==> src/rtl/acfp_pkg.sv <==
// ----------------------------------------------------------------------------
// acfp_pkg
// Shared types, character codes and the hex digit decode for the ASCII CAN
// line parser.
// ----------------------------------------------------------------------------
package acfp_pkg;

   localparam logic [7:0] CHAR_CR    = 8'h0D;
   localparam logic [7:0] CHAR_ZERO  = 8'h30;
   localparam logic [7:0] CHAR_EIGHT = 8'h38;
   localparam logic [7:0] CHAR_NINE  = 8'h39;
   localparam logic [7:0] CHAR_UP_A  = 8'h41;
   localparam logic [7:0] CHAR_UP_F  = 8'h46;
   localparam logic [7:0] CHAR_LO_A  = 8'h61;
   localparam logic [7:0] CHAR_LO_F  = 8'h66;
   localparam logic [7:0] CHAR_UP_R  = 8'h52;
   localparam logic [7:0] CHAR_UP_T  = 8'h54;
   localparam logic [7:0] CHAR_UP_Z  = 8'h5A;
   localparam logic [7:0] CHAR_LO_R  = 8'h72;
   localparam logic [7:0] CHAR_LO_T  = 8'h74;

   // line positions: length digit follows the identifier digits
   localparam logic [6:0] LEN_POS_STD = 7'd4;
   localparam logic [6:0] LEN_POS_EXT = 7'd9;
   localparam logic [6:0] MIN_LINE    = 7'd5;
   localparam logic [6:0] DATA_CHARS  = 7'd16;
   localparam logic [3:0] MAX_DLC     = 4'd8;

   typedef struct packed {
      logic        frame_ok;
      logic        is_extended;
      logic        is_remote;
      logic [31:0] frame_id;
      logic [3:0]  frame_len;
      logic [63:0] frame_data;
   } frame_type;

   // non-hex characters decode as zero
   function automatic logic [3:0] hex_value(input logic [7:0] c);
      logic [3:0] v;
      v = 4'd0;
      if (c >= CHAR_ZERO && c <= CHAR_NINE) begin
         v = 4'(c - CHAR_ZERO);
      end else if (c >= CHAR_UP_A && c <= CHAR_UP_F) begin
         v = 4'(c - CHAR_UP_A + 8'd10);
      end else if (c >= CHAR_LO_A && c <= CHAR_LO_F) begin
         v = 4'(c - CHAR_LO_A + 8'd10);
      end
      return v;
   endfunction

endpackage

==> src/rtl/acfp_line_state.sv <==
// ----------------------------------------------------------------------------
// acfp_line_state
// Per-line accumulators (position, lead byte, identifier, length, data) and
// the decode of the finished frame when a line ends.
// ----------------------------------------------------------------------------
module acfp_line_state
   import acfp_pkg::*;
#(
   parameter int MAX_LINE = 32
) (
   input  logic      clock,
   input  logic      reset,
   input  logic      step,
   input  logic [7:0] char_in,
   output logic      line_end,
   output frame_type frame
);

   localparam int POS_W = $clog2(MAX_LINE);

   logic [POS_W-1:0] pos_ff, pos_in;
   logic [7:0]       lead_ff, lead_in;
   logic             hdr_ff, hdr_in;
   logic [31:0]      id_ff, id_in;
   logic [3:0]       len_ff, len_in;
   logic [63:0]      data_ff, data_in;

   logic [6:0] pw, len_pos, base, chars, reached_raw;
   logic       term, ext, remote, ok, id_hit, data_hit;
   logic [2:0] digit_idx;
   logic [3:0] k, hex, reached, nbytes;
   logic [5:0] data_sh;
   logic [63:0] mask;

   always_comb begin
      pw      = 7'(pos_ff);
      term    = (char_in == CHAR_CR);
      hex     = hex_value(char_in);
      lead_in = (pw == 7'd0) ? char_in : lead_ff;
      ext     = (lead_in < CHAR_UP_Z);
      remote  = (lead_in == CHAR_LO_R) || (lead_in == CHAR_UP_R);
      len_pos = ext ? LEN_POS_EXT : LEN_POS_STD;
      base    = len_pos + 7'd1;

      if (pw == 7'd0) begin
         hdr_in = 1'b0;
      end else if (pw == 7'd1) begin
         hdr_in = ((lead_ff == CHAR_LO_T) || (lead_ff == CHAR_UP_T) ||
                   (lead_ff == CHAR_LO_R) || (lead_ff == CHAR_UP_R)) &&
                  (char_in >= CHAR_ZERO) && (char_in <= CHAR_NINE);
      end else begin
         hdr_in = hdr_ff;
      end

      // identifier: first digit most significant
      id_hit    = !term && (pw >= 7'd1) && (pw < len_pos);
      digit_idx = 3'(len_pos - 7'd1 - pw);
      id_in     = id_ff | (id_hit ? (32'(hex) << {digit_idx, 2'b00}) : 32'd0);

      if (pw == len_pos) begin
         len_in = (char_in >= CHAR_ZERO && char_in <= CHAR_EIGHT) ?
                  4'(char_in - CHAR_ZERO) : MAX_DLC;
      end else begin
         len_in = len_ff;
      end

      // data: high nibble first within each byte
      data_hit = !term && (pw >= base) && (pw < base + DATA_CHARS);
      k        = 4'(pw - base);
      data_sh  = {k[3:1], ~k[0], 2'b00};
      data_in  = data_ff | (data_hit ? (64'(hex) << data_sh) : 64'd0);

      line_end = term || (pw + 7'd1 >= 7'(MAX_LINE));
      pos_in   = POS_W'(pw + 7'd1);

      ok          = hdr_in && (pw + 7'd1 >= MIN_LINE);
      chars       = term ? pw : pw + 7'd1;
      reached_raw = (chars > base) ? ((chars - base) >> 1) : 7'd0;
      reached     = (reached_raw > 7'(MAX_DLC)) ? MAX_DLC : reached_raw[3:0];
      nbytes      = remote ? 4'd0 : ((len_in < reached) ? len_in : reached);
      for (int i = 0; i < 8; i++) begin
         mask[i*8 +: 8] = (4'(i) < nbytes) ? 8'hFF : 8'h00;
      end

      frame.frame_ok    = ok;
      frame.is_extended = ok && ext;
      frame.is_remote   = ok && remote;
      frame.frame_id    = ok ? id_in : 32'd0;
      frame.frame_len   = ok ? len_in : 4'd0;
      frame.frame_data  = ok ? (data_in & mask) : 64'd0;
   end

   always_ff @(posedge clock) begin
      if (reset || (step && line_end)) begin
         pos_ff  <= '0;
         lead_ff <= '0;
         hdr_ff  <= 1'b0;
         id_ff   <= '0;
         len_ff  <= '0;
         data_ff <= '0;
      end else if (step) begin
         pos_ff  <= pos_in;
         lead_ff <= lead_in;
         hdr_ff  <= hdr_in;
         id_ff   <= id_in;
         len_ff  <= len_in;
         data_ff <= data_in;
      end
   end

endmodule

==> src/rtl/ascii_can_frame_parser.sv <==
// ----------------------------------------------------------------------------
// ascii_can_frame_parser
// Gathers slcan-style ASCII bytes into lines and gives one decoded CAN frame
// per line, at a carriage return or at the maximum line length.
// ----------------------------------------------------------------------------
// Throughput: one byte per cycle through input and result stages when unstalled.
// A closing byte is registered first, then its frame in the result register.
// The input stage only stalls when a frame is due and the result register
// still holds an untaken frame.
// Reset (synchronous) empties both stages and clears all line state.
module ascii_can_frame_parser
   import acfp_pkg::*;
#(
   parameter int MAX_LINE = 32
) (
   input  logic        clock,
   input  logic        reset,
   input  logic        req_valid,
   output logic        req_ready,
   input  logic [7:0]  req_char_in,
   output logic        rsp_valid,
   input  logic        rsp_ready,
   output logic        rsp_frame_ok,
   output logic        rsp_is_extended,
   output logic        rsp_is_remote,
   output logic [31:0] rsp_frame_id,
   output logic [3:0]  rsp_frame_len,
   output logic [63:0] rsp_frame_data
);

   logic       in_valid_ff, in_valid_in;
   logic [7:0] char_ff;
   logic       rsp_valid_ff, rsp_valid_in;
   frame_type  frame_ff, frame;
   logic       line_end, out_free, fire, load;

   acfp_line_state #(
      .MAX_LINE (MAX_LINE)
   ) u_line (
      .clock    (clock),
      .reset    (reset),
      .step     (fire),
      .char_in  (char_ff),
      .line_end (line_end),
      .frame    (frame)
   );

   // a byte that closes a line needs room in the result register
   assign out_free  = !rsp_valid_ff || rsp_ready;
   assign fire      = in_valid_ff && (!line_end || out_free);
   assign load      = fire && line_end;
   assign req_ready = !in_valid_ff || fire;

   always_comb begin
      in_valid_in = in_valid_ff;
      if (req_valid && req_ready) begin
         in_valid_in = 1'b1;
      end else if (fire) begin
         in_valid_in = 1'b0;
      end
      rsp_valid_in = rsp_valid_ff;
      if (load) begin
         rsp_valid_in = 1'b1;
      end else if (rsp_ready) begin
         rsp_valid_in = 1'b0;
      end
   end

   always_ff @(posedge clock) begin
      if (reset) begin
         in_valid_ff  <= 1'b0;
         rsp_valid_ff <= 1'b0;
      end else begin
         in_valid_ff  <= in_valid_in;
         rsp_valid_ff <= rsp_valid_in;
      end
   end

   always_ff @(posedge clock) begin
      if (req_valid && req_ready) begin
         char_ff <= req_char_in;
      end
      if (load) begin
         frame_ff <= frame;
      end
   end

   assign rsp_valid       = rsp_valid_ff;
   assign rsp_frame_ok    = frame_ff.frame_ok;
   assign rsp_is_extended = frame_ff.is_extended;
   assign rsp_is_remote   = frame_ff.is_remote;
   assign rsp_frame_id    = frame_ff.frame_id;
   assign rsp_frame_len   = frame_ff.frame_len;
   assign rsp_frame_data  = frame_ff.frame_data;

   // malformed lines carry nothing but the flag
   a_bad_line_zero: assert property (@(posedge clock) disable iff (reset)
      rsp_valid && !rsp_frame_ok |->
         rsp_frame_id == 32'd0 && rsp_frame_data == 64'd0 &&
         rsp_frame_len == 4'd0 && !rsp_is_extended && !rsp_is_remote)
      else $error("malformed line reported with non-zero fields");

   a_len_clamped: assert property (@(posedge clock) disable iff (reset)
      rsp_valid |-> rsp_frame_len <= MAX_DLC)
      else $error("frame length above eight");

   a_remote_no_data: assert property (@(posedge clock) disable iff (reset)
      rsp_valid && rsp_is_remote |-> rsp_frame_data == 64'd0)
      else $error("remote frame carries data");

   // a held byte must not be overwritten while it waits
   a_input_held: assert property (@(posedge clock) disable iff (reset)
      in_valid_ff && !fire |=> in_valid_ff && $stable(char_ff))
      else $error("stalled input byte lost");

endmodule
==> config.mk <==
export PLATFORM = sky130hd
export DESIGN_NAME = ascii_can_frame_parser
export DESIGN_NICKNAME = d
export VERILOG_FILES = /design/src/rtl/acfp_pkg.sv /design/src/rtl/acfp_line_state.sv /design/src/rtl/ascii_can_frame_parser.sv
export SDC_FILE = /design/constraint.sdc
export NUM_CORES = 1
export LEC_CHECK = 0
export BUFFER_PORTS_ARGS = -buffer_cell sky130_fd_sc_hd__buf_2
export CAP_MARGIN = 10
export CORE_ASPECT_RATIO = 0.5
export CORE_UTILIZATION = 40
export DETAILED_ROUTE_END_ITERATION = 10
export PLACE_DENSITY_LB_ADDON = 0.12
export SKIP_LAST_GASP = 1
export SLEW_MARGIN = 20
export SYNTH_ARGS = -nofsm -noshare
export SYNTH_HDL_FRONTEND = slang
export SYNTH_HIERARCHICAL = 1
export SYNTH_SLANG_ARGS = --single-unit
==> constraint.sdc <==
create_clock -name clock -period 8.1 [get_ports clock]
set_input_delay 1.62 -clock clock [delete_from_list [all_inputs] [get_ports clock]]
set_output_delay 1.62 -clock clock [all_outputs]
set_load 0.02 [all_outputs]
* After elaboration in Yosys (flattened, before gate mapping)
Cells that the tools add are included.
Storage, ports and cells: bits in registers 227, bits in latches 0, bits in writable memories 0, bits in read-only memories 0, input bits 12, output and inout port bits 105, word-level logic and storage cells 127, memories 0
Cells by class: $add $sub $neg 12, multiply operators 0, divide/modulo/power cells 0, $lt $le $gt $ge 25, eq/ne operators 9, shift-type cells 2, multiplexer cells 28, bitwise logic cells 4, reduce and logical (&&, ||, !) cells 32
Operators with widths (count):
- 8-bit 2-to-1 mux | 9
- 64-bit AND | 1
- 64-bit 2-to-1 mux | 1
- 64-bit bitwise OR | 1
- 4-bit by 6-bit << shifter with 64-bit output | 1
- 8-bit by 7-bit equality test with 1-bit output, second input constant | 6
- 4-bit 2-to-1 mux | 9
- 32-bit 2-to-1 mux | 1
- 32-bit bitwise OR | 1
- 4-bit by 5-bit << shifter with 32-bit output | 1
- 8-bit by 7-bit >= comparator with 1-bit output, second input constant | 2
- 8-bit by 6-bit less-or-equal comparator with 1-bit output, second input constant | 2
- 8-bit by 7-bit less-or-equal comparator with 1-bit output, second input constant | 2
- 1-bit logical AND | 16
- 3-bit by 4-bit < comparator with 1-bit output, first input constant | 4
- 6-bit 2-to-1 mux | 2
- 4-bit by 1-bit subtractor with 4-bit output, second input constant | 3
- 1-bit logical OR | 9
- 4-bit adder, second input constant | 2
- 8-bit by 4-bit equality test with 1-bit output, second input constant | 1
- 8-bit by 6-bit >= comparator with 1-bit output, second input constant | 1
- 1-bit by 4-bit < comparator with 1-bit output, first input constant | 2
- 2-bit by 4-bit < comparator with 1-bit output, first input constant | 2
- 8-bit by 7-bit < comparator with 1-bit output, second input constant | 1
- 23 further kinds | 32

* Depth between registers and ports, before layout
Gate-level depths: netlist of the first run.
word-level depth 15, gate-level depth with buffers 22

* Hierarchy
The synthesis of the first run kept the hierarchy.
By module, submodules not included:
- acfp_line_state | times used 1, cells an instance 883, area each 6597.6 µm², sequential area each 2282.2 µm²
- ascii_can_frame_parser | times used 1, cells an instance 123, area each 3437.0 µm², sequential area each 3373.2 µm²

* Least setup slack after synthesis of the first run
Ideal clock, no wire load.
path type in2reg, start point input rsp_ready, end point register frame_ff (netlist bit rsp_frame_data[0]), enable pin, library setup time 0.566 ns, data arrival time 6.086 ns, data required time 7.534 ns, setup slack 1.448 ns, cell stages on the path 2, path through and2b_1 nor2_1
On the way: longest elaborated chain between the ends 4
Ends and longest elaborated chain:
- from (decl) | RTL line ascii_can_frame_parser.sv:22 | input logic rsp_ready,
- 1-bit logical OR | RTL line ascii_can_frame_parser.sv:49 | assign out_free = !rsp_valid_ff || rsp_ready;
- 1-bit logical OR | RTL line ascii_can_frame_parser.sv:50 | assign fire = in_valid_ff && (!line_end || out_free);
- 1-bit logical AND | RTL line ascii_can_frame_parser.sv:50
- 1-bit logical AND | RTL line ascii_can_frame_parser.sv:51 | assign load = fire && line_end;
- named net load | RTL line ascii_can_frame_parser.sv:35 | logic line_end, out_free, fire, load;
- to (signal assigned) | RTL line ascii_can_frame_parser.sv:84 | frame_ff <= frame;
- to (decl) | RTL line ascii_can_frame_parser.sv:34 | frame_type frame_ff, frame;
The timed path passes the listed nets, and every way through them passes these cells. A chain may end at the register's enable or synchronous reset.

* Final worst setup path of the first run
start point register u_line.pos_ff[4], end point register frame_ff (netlist bit rsp_frame_data[34]), data pin
On the way: longest elaborated chain between the ends 15, elaborated cells between the ends (all ways) 38
Ends and longest elaborated chain:
- from (decl) | RTL line acfp_line_state.sv:21 | logic [POS_W-1:0] pos_ff, pos_in;
- from (signal assigned) | RTL line acfp_line_state.sv:102 | pos_ff <= pos_in;
- 5-bit logical NOT | RTL line acfp_line_state.sv:39, acfp_line_state.sv:45
- 8-bit 2-to-1 mux | RTL line acfp_line_state.sv:39 | lead_in = (pw == 7'd0) ? char_in : lead_ff;
- 8-bit by 7-bit < comparator with 1-bit output | RTL line acfp_line_state.sv:40 | ext = (lead_in < CHAR_UP_Z);
- 4-bit 2-to-1 mux | RTL line acfp_line_state.sv:42 | len_pos = ext ? LEN_POS_EXT : LEN_POS_STD;
- 4-bit by 1-bit adder with 5-bit output | RTL line acfp_line_state.sv:43 | base = len_pos + 7'd1;
- 7-bit subtractor / 7-bit greater-than comparator (equally long branches) | RTL line acfp_line_state.sv:78 | reached_raw = (chars > base) ? ((chars - base) >> 1) : 7'd0;
- 6-bit 2-to-1 mux | RTL line acfp_line_state.sv:78
- 7-bit by 4-bit greater-than comparator with 1-bit output | RTL line acfp_line_state.sv:79 | reached = (reached_raw > 7'(MAX_DLC)) ? MAX_DLC : reached_raw[3:0];
- 4-bit 2-to-1 mux | RTL line acfp_line_state.sv:79
- 4-bit < comparator | RTL line acfp_line_state.sv:80 | nbytes = remote ? 4'd0 : ((len_in < reached) ? len_in : reached);
- 4-bit 2-to-1 mux (2 in series) | RTL line acfp_line_state.sv:80
- 3-bit by 4-bit < comparator with 1-bit output | RTL line acfp_line_state.sv:82 | mask[i*8 +: 8] = (4'(i) < nbytes) ? 8'hFF : 8'h00;
- 8-bit 2-to-1 mux | RTL line acfp_line_state.sv:82
- 64-bit AND | RTL line acfp_line_state.sv:90 | frame.frame_data = ok ? (data_in & mask) : 64'd0;
Parallel ways exist; a longest one is shown, timed or not.

==> results.cfg, run 1 <==
[critical_path]
crit_required_ps = 8320
crit_path_start_kind = flop
worstPathArrival_ps = 7140
crit_path_max_fanout = 24
crit_path_end_kind = flop
criticalPathCategory = flop to flop

[clocking]
htree_levels = 1
root_buffer = clkbuf_16
ctsHoldBuffers = 0
ctsResizeCount = 0
clk_latency_ps = 530
postCtsSetupBuffers = 0
cts.sinks = 227
cts_made_buffers = 22
cts_max_path_buffers = 3
cts_tree = yes
clk_pin_slew_ps = 60

[detailed_routing]
wl_um = 26100
vias = 7792
wl_per_cell_um = 18.1
dr.first_iter.drc_count = 589
drcViolationCount = 0
dr.pass1.iters = 5
antenna_left = 0
vias_per_cell = 5.40

[global_routing]
grt_max_degree = 63
track_usage = 0.203
grt_overflow_total = 0
antenna_found_initial = 0
grt_pass1_wl_um = 40900
grt_pass1_vias = 7448

[floorplan]
die-area_um2 = 25800
dieHeight_um = 114
fp.coreArea_um2 = 24300
initial_core_util = 0.413
rows = 40
pin_count = 117
die_w_um = 226

[synth]
synth-edff-count = 111
synth_nets = 1042
yosysMostFrequentCell = nor2_1
async_flop_share = 0
synth.distinct_cells = 70
synth_area_leader_cell = edfxtp_1
synthCells = 1006
synthTopCellsByCount = nor2_1, a21oi_1, dfxtp_1
avgSynthCellArea_um2 = 9.97
synth-seq-cells = 227
synth_area_leaders = edfxtp_1, dfxtp_1, a21oi_1, nor2_1, a31oi_1
synthesis.area_um2 = 10000
synthFlopType = dfxtp_1
ys_warn_count = 6
synth_top_cell_area_share = 0.332
yosysSeqAreaShare = 0.564

[cells_and_area]
nets = 1128
fin_area_um2 = 11600
area_growth_pct = 15.6
n_antenna_cell = 0
postLayoutCoreUtil = 0.477
drive_gt1_frac = 0.171

[timing]
setup_violations = 0
fin_setup_tns_ps = 0
slew_headroom = 0.249
timing.final.crit_period_ps = 6930
holdWs_ps = 457
max_freq_ghz = 0.144
drv_slew = 0
worst_pin_slew_ps = 1120
finalHoldViolCount = 0
finalCritPeriodShare = 0.855
clock_skew_ps = 28.1
rsz0062_at_grt = no

[power_and_ir_drop]
peakVddDrop_mv = 0.114
p_leak_nw = 3.61
power.density_nw_per_um2 = 222

[placed_design]
place_area_um2 = 10900
gp_congestion = 0.872
port_buffers = 116
hpwl_um = 17400

[worst_hold_path]
hold_path_class = flop to flop

[flow_run]
cap_violations = 0

[outcome]
outcome = finished clean
sequential cells by signal, indices dropped and copies added, names as in the netlist:
register / count
in_valid_ff: 1
u_line/data_ff: 64
char_ff: 8
rsp_frame_len: 4
u_line/hdr_ff: 1
u_line/id_ff: 32
rsp_is_remote: 1
rsp_frame_ok: 1
rsp_valid: 1
u_line/lead_ff: 8
u_line/pos_ff: 5
rsp_is_extended: 1
rsp_frame_id: 32
rsp_frame_data: 64
u_line/len_ff: 4
layer usage:
metal | track usage | up-vias | wire (um)
li1 | - | 3790 | -
met1 | 0.284 | 3779 | 12500
met2 | 0.325 | 188 | 11700
met3 | 0.0433 | 35 | 1570
met4 | 0.0404 | 0 | 361
met5 | 0 | - | 0
through the flow:
stage | setup WS, ps | total power, mW | instances
floorplan | 1450 | 1.50 | 1006
global placement | 1420 | 1.59 | 1403
detailed placement | 1160 | 1.60 | 1403
CTS | 1130 | 2.60 | 1443
global route | 611 | 2.69 | 1444
finish | 1170 | 2.58 | 1444
worst paths after layout:
| kind | depth (start not counted) | slack (ps) | startpoint | endpoint |
|---|---|---|---|---|
| worst min-delay path | 2 | 460 | u_line/lead_ff[5] | u_line/lead_ff[5] |
| worst min register to register | 2 | 460 | u_line/lead_ff[5] | u_line/lead_ff[5] |
| worst max register to register | 20 | 1170 | u_line/pos_ff[4] | rsp_frame_data[34] |
| worst max-delay path | 20 | 1170 | u_line/pos_ff[4] | rsp_frame_data[34] |
final cells by class:
class	instances	area (um^2)
fillers	2301	12700
flip-flops and latches	227	5660
multi-input cells	685	4040
repair buffers	132	701
clock buffers	31	614
well taps	336	420
inverters	24	90.1
clock inverters	9	83.8
placed cells by master (no fill, tap or decap), drive strengths merged, types with 11 or more instances in the layout:
master | netlist | routed
nor3 | 32 | 32
edfxtp | 111 | 111
xnor2 | 11 | 11
nand3 | 20 | 20
nand2 | 30 | 30
a21oi | 168 | 168
dfxtp | 116 | 116
a31oi | 53 | 53
and2 | 14 | 14
a211oi | 29 | 29
clkbuf | 44 | 31
nor2 | 190 | 190
nor2b | 16 | 16
buf | 26 | 132
inv | 23 | 24
ha | 22 | 22
where the power goes:
part / total (mW) / switching [mW] / internal [mW]
Sequential: 1.21 / 0.0120 / 1.20
Clock: 1.01 / 0.442 / 0.565
Combinational: 0.359 / 0.254 / 0.105
worst max-delay path, cell delays in order (launching register included):
cell	delay, ps
dfxtp_1	430
nor3_1	380
and2_1	440
a211oi_1	90
a21oi_1	810
ha_1	310
inv_1	60
fa_1	410
a21o_1	210
and2_1	170
a211o_1	280
a311o_1	390
and2_1	170
a21oi_1	170
inv_1	70
ha_1	220
or3_1	380
o22ai_1	520
a211oi_2	100
o21ai_2	840
nor3_1	160
cells by family after synthesis:
| logic type | Yosys count | synth area share |
|---|---|---|
| buffers and inverters | 94 | 0.0396 |
| XOR/XNOR | 17 | 0.0148 |
| flip-flops | 227 | 0.564 |
| AO/OA/AOI/OAI | 290 | 0.174 |
| AND/OR/NAND/NOR | 349 | 0.170 |
| multiplexers | 5 | 0.00661 |
| adder cells (fa/ha/maj) | 24 | 0.0314 |
No activity file was read; power rests on OpenSTA's default activity.
==> run 2: changes to the inputs <==
CORE_MARGIN = 2   (was default)
==> run 2 against run 1 <==
Against the previous run:
- sequential share of layout area fell by 0.18 points
- largest cell class unchanged
- worst setup slack improved by 3.5 ps
- cell count barely moved
- core utilization rose by 0.18 points
- maximum frequency barely moved
- via count rose by 0.21%
- routed wire length barely moved
- power rose by 1.6%
==> results.cfg, run 2 (synthesis gave the netlist of run 1 again) <==
[clocking]
htree_levels = 1
cts_tree = yes
ctsResizeCount = 0
postCtsSetupBuffers = 0
root_buffer = clkbuf_16
clk_pin_slew_ps = 70
cts_max_path_buffers = 3
ctsHoldBuffers = 0
cts_made_buffers = 22
clk_latency_ps = 520
cts.sinks = 227

[detailed_routing]
vias_per_cell = 5.40
drcViolationCount = 0
dr.first_iter.drc_count = 485
wl_um = 26100
wl_per_cell_um = 18.0
antenna_left = 0
vias = 7808
dr.pass1.iters = 6

[critical_path]
crit_path_max_fanout = 24
crit_path_end_kind = flop
criticalPathCategory = flop to flop
crit_path_start_kind = flop
crit_required_ps = 8330
worstPathArrival_ps = 7150

[power_and_ir_drop]
power.density_nw_per_um2 = 225
power.total_mw = 2.62
peakVddDrop_mv = 0.145
p_leak_nw = 3.63

[global_routing]
track_usage = 0.195
antenna_found_initial = 0
grt_max_degree = 64
grt_pass1_wl_um = 40800
grt_overflow_total = 0
grt_pass1_vias = 7282

[cells_and_area]
nets = 1129
area_growth_pct = 16.1
layout_common_cells = nor2_1, a21oi_1, buf_2, dfxtp_1, edfxtp_1
drive_gt1_frac = 0.175
n_antenna_cell = 0
fin_area_um2 = 11600
mostFrequentLayoutCell = nor2_1

[outcome]
outcome = finished clean

[timing]
max_freq_ghz = 0.144
holdWs_ps = 457
worst_pin_slew_ps = 1050
setup_ws_ps = 1180
timing.final.crit_period_ps = 6920
drv_slew = 0
clock_skew_ps = 15.2
finalCritPeriodShare = 0.855
slew_headroom = 0.290
setup_violations = 0
fin_setup_tns_ps = 0
rsz0062_at_grt = no
finalHoldViolCount = 0

[placed_design]
hpwl_um = 17600
place_area_um2 = 10900
pre_cts_ws_ps = 1230
gp_congestion = 0.855
port_buffers = 116

[worst_hold_path]
hold_path_class = flop to flop

[floorplan]
dieHeight_um = 116
fp.coreArea_um2 = 24300
initial_core_util = 0.413
pin_count = 117
die_w_um = 228
rows = 40
die-area_um2 = 26400

[flow_run]
cap_violations = 0
## run 2: per-stage QoR
step,util,cells
2_1_floorplan,-,1006
5_1_grt,0.479,1445
6_report,0.479,1445
4_1_cts,0.479,1445
3_3_place_gp,0.448,1403
3_5_place_dp,0.449,1405
## run 2: worst paths after layout
kind                           from                 end  slack (ps)  cells after the start
setup / recovery   u_line/pos_ff[4]  rsp_frame_data[46]        1180                     20
hold / removal    u_line/lead_ff[5]   u_line/lead_ff[5]         460                      2
setup reg to reg   u_line/pos_ff[4]  rsp_frame_data[46]        1180                     20
hold reg to reg   u_line/lead_ff[5]   u_line/lead_ff[5]         460                      2
## run 2: power by group
| part | leakage (nW) | switching [mW] | internal, mW |
|---|---|---|---|
| Combinational | 1.55 | 0.256 | 0.108 |
| Clock | 0.355 | 0.448 | 0.594 |
| Sequential | 1.73 | 0.0119 | 1.20 |
| Total | 3.63 | 0.716 | 1.90 |
## run 2: critical path, stage by stage, from the launching register on
cell and delay, ps:
dfxtp_1 440, nor3_1 400, and2_1 440, a211oi_1 90, a21oi_1 820, ha_1 300
inv_1 60, fa_1 420, a21o_1 220, and2_1 180, a211o_1 280, a311o_1 400
and2_1 170, a21oi_1 160, inv_1 60, ha_1 210, or3_1 380, o22ai_1 520
a211oi_2 100, o21ai_2 820, nor3_1 140
## run 2: layer usage
layer  up-vias  wire [um]  GRT usage
li1       3803          -          -
met1      3785      12700      0.280
met2       184      11700      0.309
met3        36       1210     0.0347
met4         0        465     0.0431
met5         -          0          0
## run 2: layout make-up
class	instances	area, um^2
inverters	24	90.1
fillers	2322	12700
well taps	336	420
repair buffers	133	718
flip-flops and latches	227	5660
clock inverters	6	62.6
multi-input cells	685	4050
clock buffers	34	657
==> run 3: changes to the inputs <==
CTS_BUF_LIST = sky130_fd_sc_hd__clkbuf_4 sky130_fd_sc_hd__clkbuf_8   (was default)
clock period = 7.1 ns   (was 8.1 ns; I/O delays follow)
==> run 3 against run 2 <==
Against the previous run:
- die area unchanged
- critical path depth up 1
- design area up 0.70%
- worst hold slack improved by 6.5 ps
- core utilization increased by 0.33 points
- sequential share of layout area fell by 0.34 points
- non-clock buffer count grew 5
- critical endpoint is now rsp_frame_data[41]
- largest cell class unchanged
- largest power group unchanged
==> results.cfg, run 3 (synthesis gave the netlist of run 1 again) <==
[outcome]
outcome = finished clean

[timing]
finalCritPeriodShare = 0.925
timing.final.crit_period_ps = 6570
fin_setup_tns_ps = 0
slew_headroom = 0.332
drv_slew = 0
rsz0062_at_grt = no
max_freq_ghz = 0.152
setup_violations = 0
finalHoldViolCount = 0
worst_pin_slew_ps = 998
clock_skew_ps = 22.9

[detailed_routing]
antenna_left = 0
drcViolationCount = 0
dr.pass1.iters = 5
wl_per_cell_um = 18.1
vias_per_cell = 5.40
dr.first_iter.drc_count = 580
vias = 7960
wl_um = 26700

[power_and_ir_drop]
comb_power_share = 0.145
swShare = 0.279
peakVddDrop_mv = 0.122
intPower_mw = 2.15
p_leak_nw = 3.69
p_seq_frac = 0.464
clockPowerShare = 0.392
power.density_nw_per_um2 = 255
switchingPower_uw = 835
power.total_mw = 2.99

[critical_path]
criticalPathCategory = flop to flop
crit_chain = nor3_1, and2_1, a211oi_1, a21oi_2, ha_1, inv_1, fa_1, a21o_1, and2_1, a211o_1, a311o_1, and2_1, a21oi_1, inv_1, ha_1, or3_1, o22ai_1, a211oi_2, o21ai_2, buf_4, nor3_1
slowest_stage = o22ai_1
cp_top_family = compound AO/OA/AOI/OAI gates
crit_required_ps = 7360
crit_path_end_kind = flop
r2r_end = rsp_frame_data[41]
crit_path_max_fanout = 14
worstPathArrival_ps = 6830
reg2reg_slack_ps = 530
cp_slowest_stage_delay_ps = 570
cpMostUsedCell = and2_1
crit_path_start_kind = flop
r2r_cells = 21
path_buf_inv = 3
r2r-start = u_line/pos_ff[4]

[worst_hold_path]
min_from = u_line/lead_ff[0]
hold_path_class = flop to flop
whs_path_depth = 2
min_to = u_line/lead_ff[0]

[cells_and_area]
fill_cells = 2325
mostFrequentLayoutCell = nor2_1
layout_common_cells = nor2_1, a21oi_1, dfxtp_1, buf_2, edfxtp_1
drive_gt1_frac = 0.199
nets = 1147
fin_area_um2 = 11700
n_antenna_cell = 0
area_growth_pct = 16.9

[placed_design]
place_area_um2 = 11000
gp_congestion = 0.863
port_buffers = 116
hpwl_um = 18000

[floorplan]
fp.coreArea_um2 = 24300
die_w_um = 228
dieHeight_um = 116
initial_core_util = 0.413
die-area_um2 = 26400
pin_count = 117
rows = 40

[global_routing]
grt_pass1_wl_um = 41900
grt_max_degree = 67
grt_overflow_total = 0
track_usage = 0.201
grt_pass1_vias = 7654
antenna_found_initial = 0

[clocking]
cts_max_path_buffers = 3
ctsHoldBuffers = 0
cts.sinks = 227
root_buffer = clkbuf_8
postCtsSetupBuffers = 0
htree_levels = 2
clk_pin_slew_ps = 80
cts_made_buffers = 35
ctsResizeCount = 0
cts_tree = yes
clk_latency_ps = 530

[flow_run]
cap_violations = 0
-- run 3: changes by cell type in the layout (fill, tap and decap cells not counted), moves of 5 or more --
cell / before / now
buf_4: 15 / 20
clkinv_1: 1 / 6
clkbuf_4: 0 / 13
clkbuf_8: 4 / 39
clkbuf_1: 7 / 0
clkbuf_16: 23 / 0
-- run 3: how the worst max path moves through the flow --
stage / cells past startpoint / from / to
2_1_floorplan: 2 / rsp_ready / rsp_frame_data[0]
3_3_place_gp: 21 / u_line/pos_ff[4] / rsp_frame_data[45]
3_5_place_dp: 22 / u_line/pos_ff[1] / rsp_frame_data[45]
4_1_cts: 22 / u_line/pos_ff[1] / rsp_frame_data[41]
5_1_grt: 21 / u_line/pos_ff[4] / rsp_frame_data[41]
6_report: 21 / u_line/pos_ff[4] / rsp_frame_data[41]
-- run 3: metrics by stage --
stage / cells / utilization / hold WS, ps / worst slack, ps
2_1_floorplan: 1006 / - / 431 / 648
3_3_place_gp: 1409 / 0.450 / 445 / 459
3_5_place_dp: 1410 / 0.451 / 456 / 235
4_1_cts: 1474 / 0.482 / 467 / 264
5_1_grt: 1474 / 0.482 / 490 / 68.7
6_report: 1474 / 0.482 / 464 / 531
-- run 3: area by class of cell --
cell class	instances	area (um^2)	share of cell area
flip-flops and latches	227	5660	0.482
multi-input cells	685	4050	0.345
repair buffers	138	771	0.0657
clock buffers	52	634	0.0541
clock inverters	12	110	0.00939
well taps	336	420	0.0358
inverters	24	90.1	0.00768
-- run 3: power groups by stage --
stage | clock network (mW) | registers [mW] | logic, mW
3_3_place_gp | 0 | 1.41 | 0.420
6_report | 1.17 | 1.39 | 0.433
2_1_floorplan | 0 | 1.41 | 0.299
5_1_grt | 1.27 | 1.39 | 0.473
4_1_cts | 1.20 | 1.39 | 0.427
3_5_place_dp | 0 | 1.41 | 0.425
-- run 3: layer usage --
metal  track usage  part of all wire
met5             0                 0
met3        0.0416             0.060
met1         0.284              0.48
met2         0.318              0.45
met4        0.0492             0.013
-- run 3: worst reg2reg max path, stage by stage, from the launching register on --
cell and delay [ps]:
dfxtp_1 440, nor3_1 400, and2_1 470, a211oi_1 130, a21oi_2 470, ha_1 260, inv_1 50, fa_1 420
a21o_1 210, and2_1 170, a211o_1 280, a311o_1 400, and2_1 170, a21oi_1 160, inv_1 60, ha_1 210
or3_1 370, o22ai_1 570, a211oi_2 110, o21ai_2 570, buf_4 300, nor3_1 70
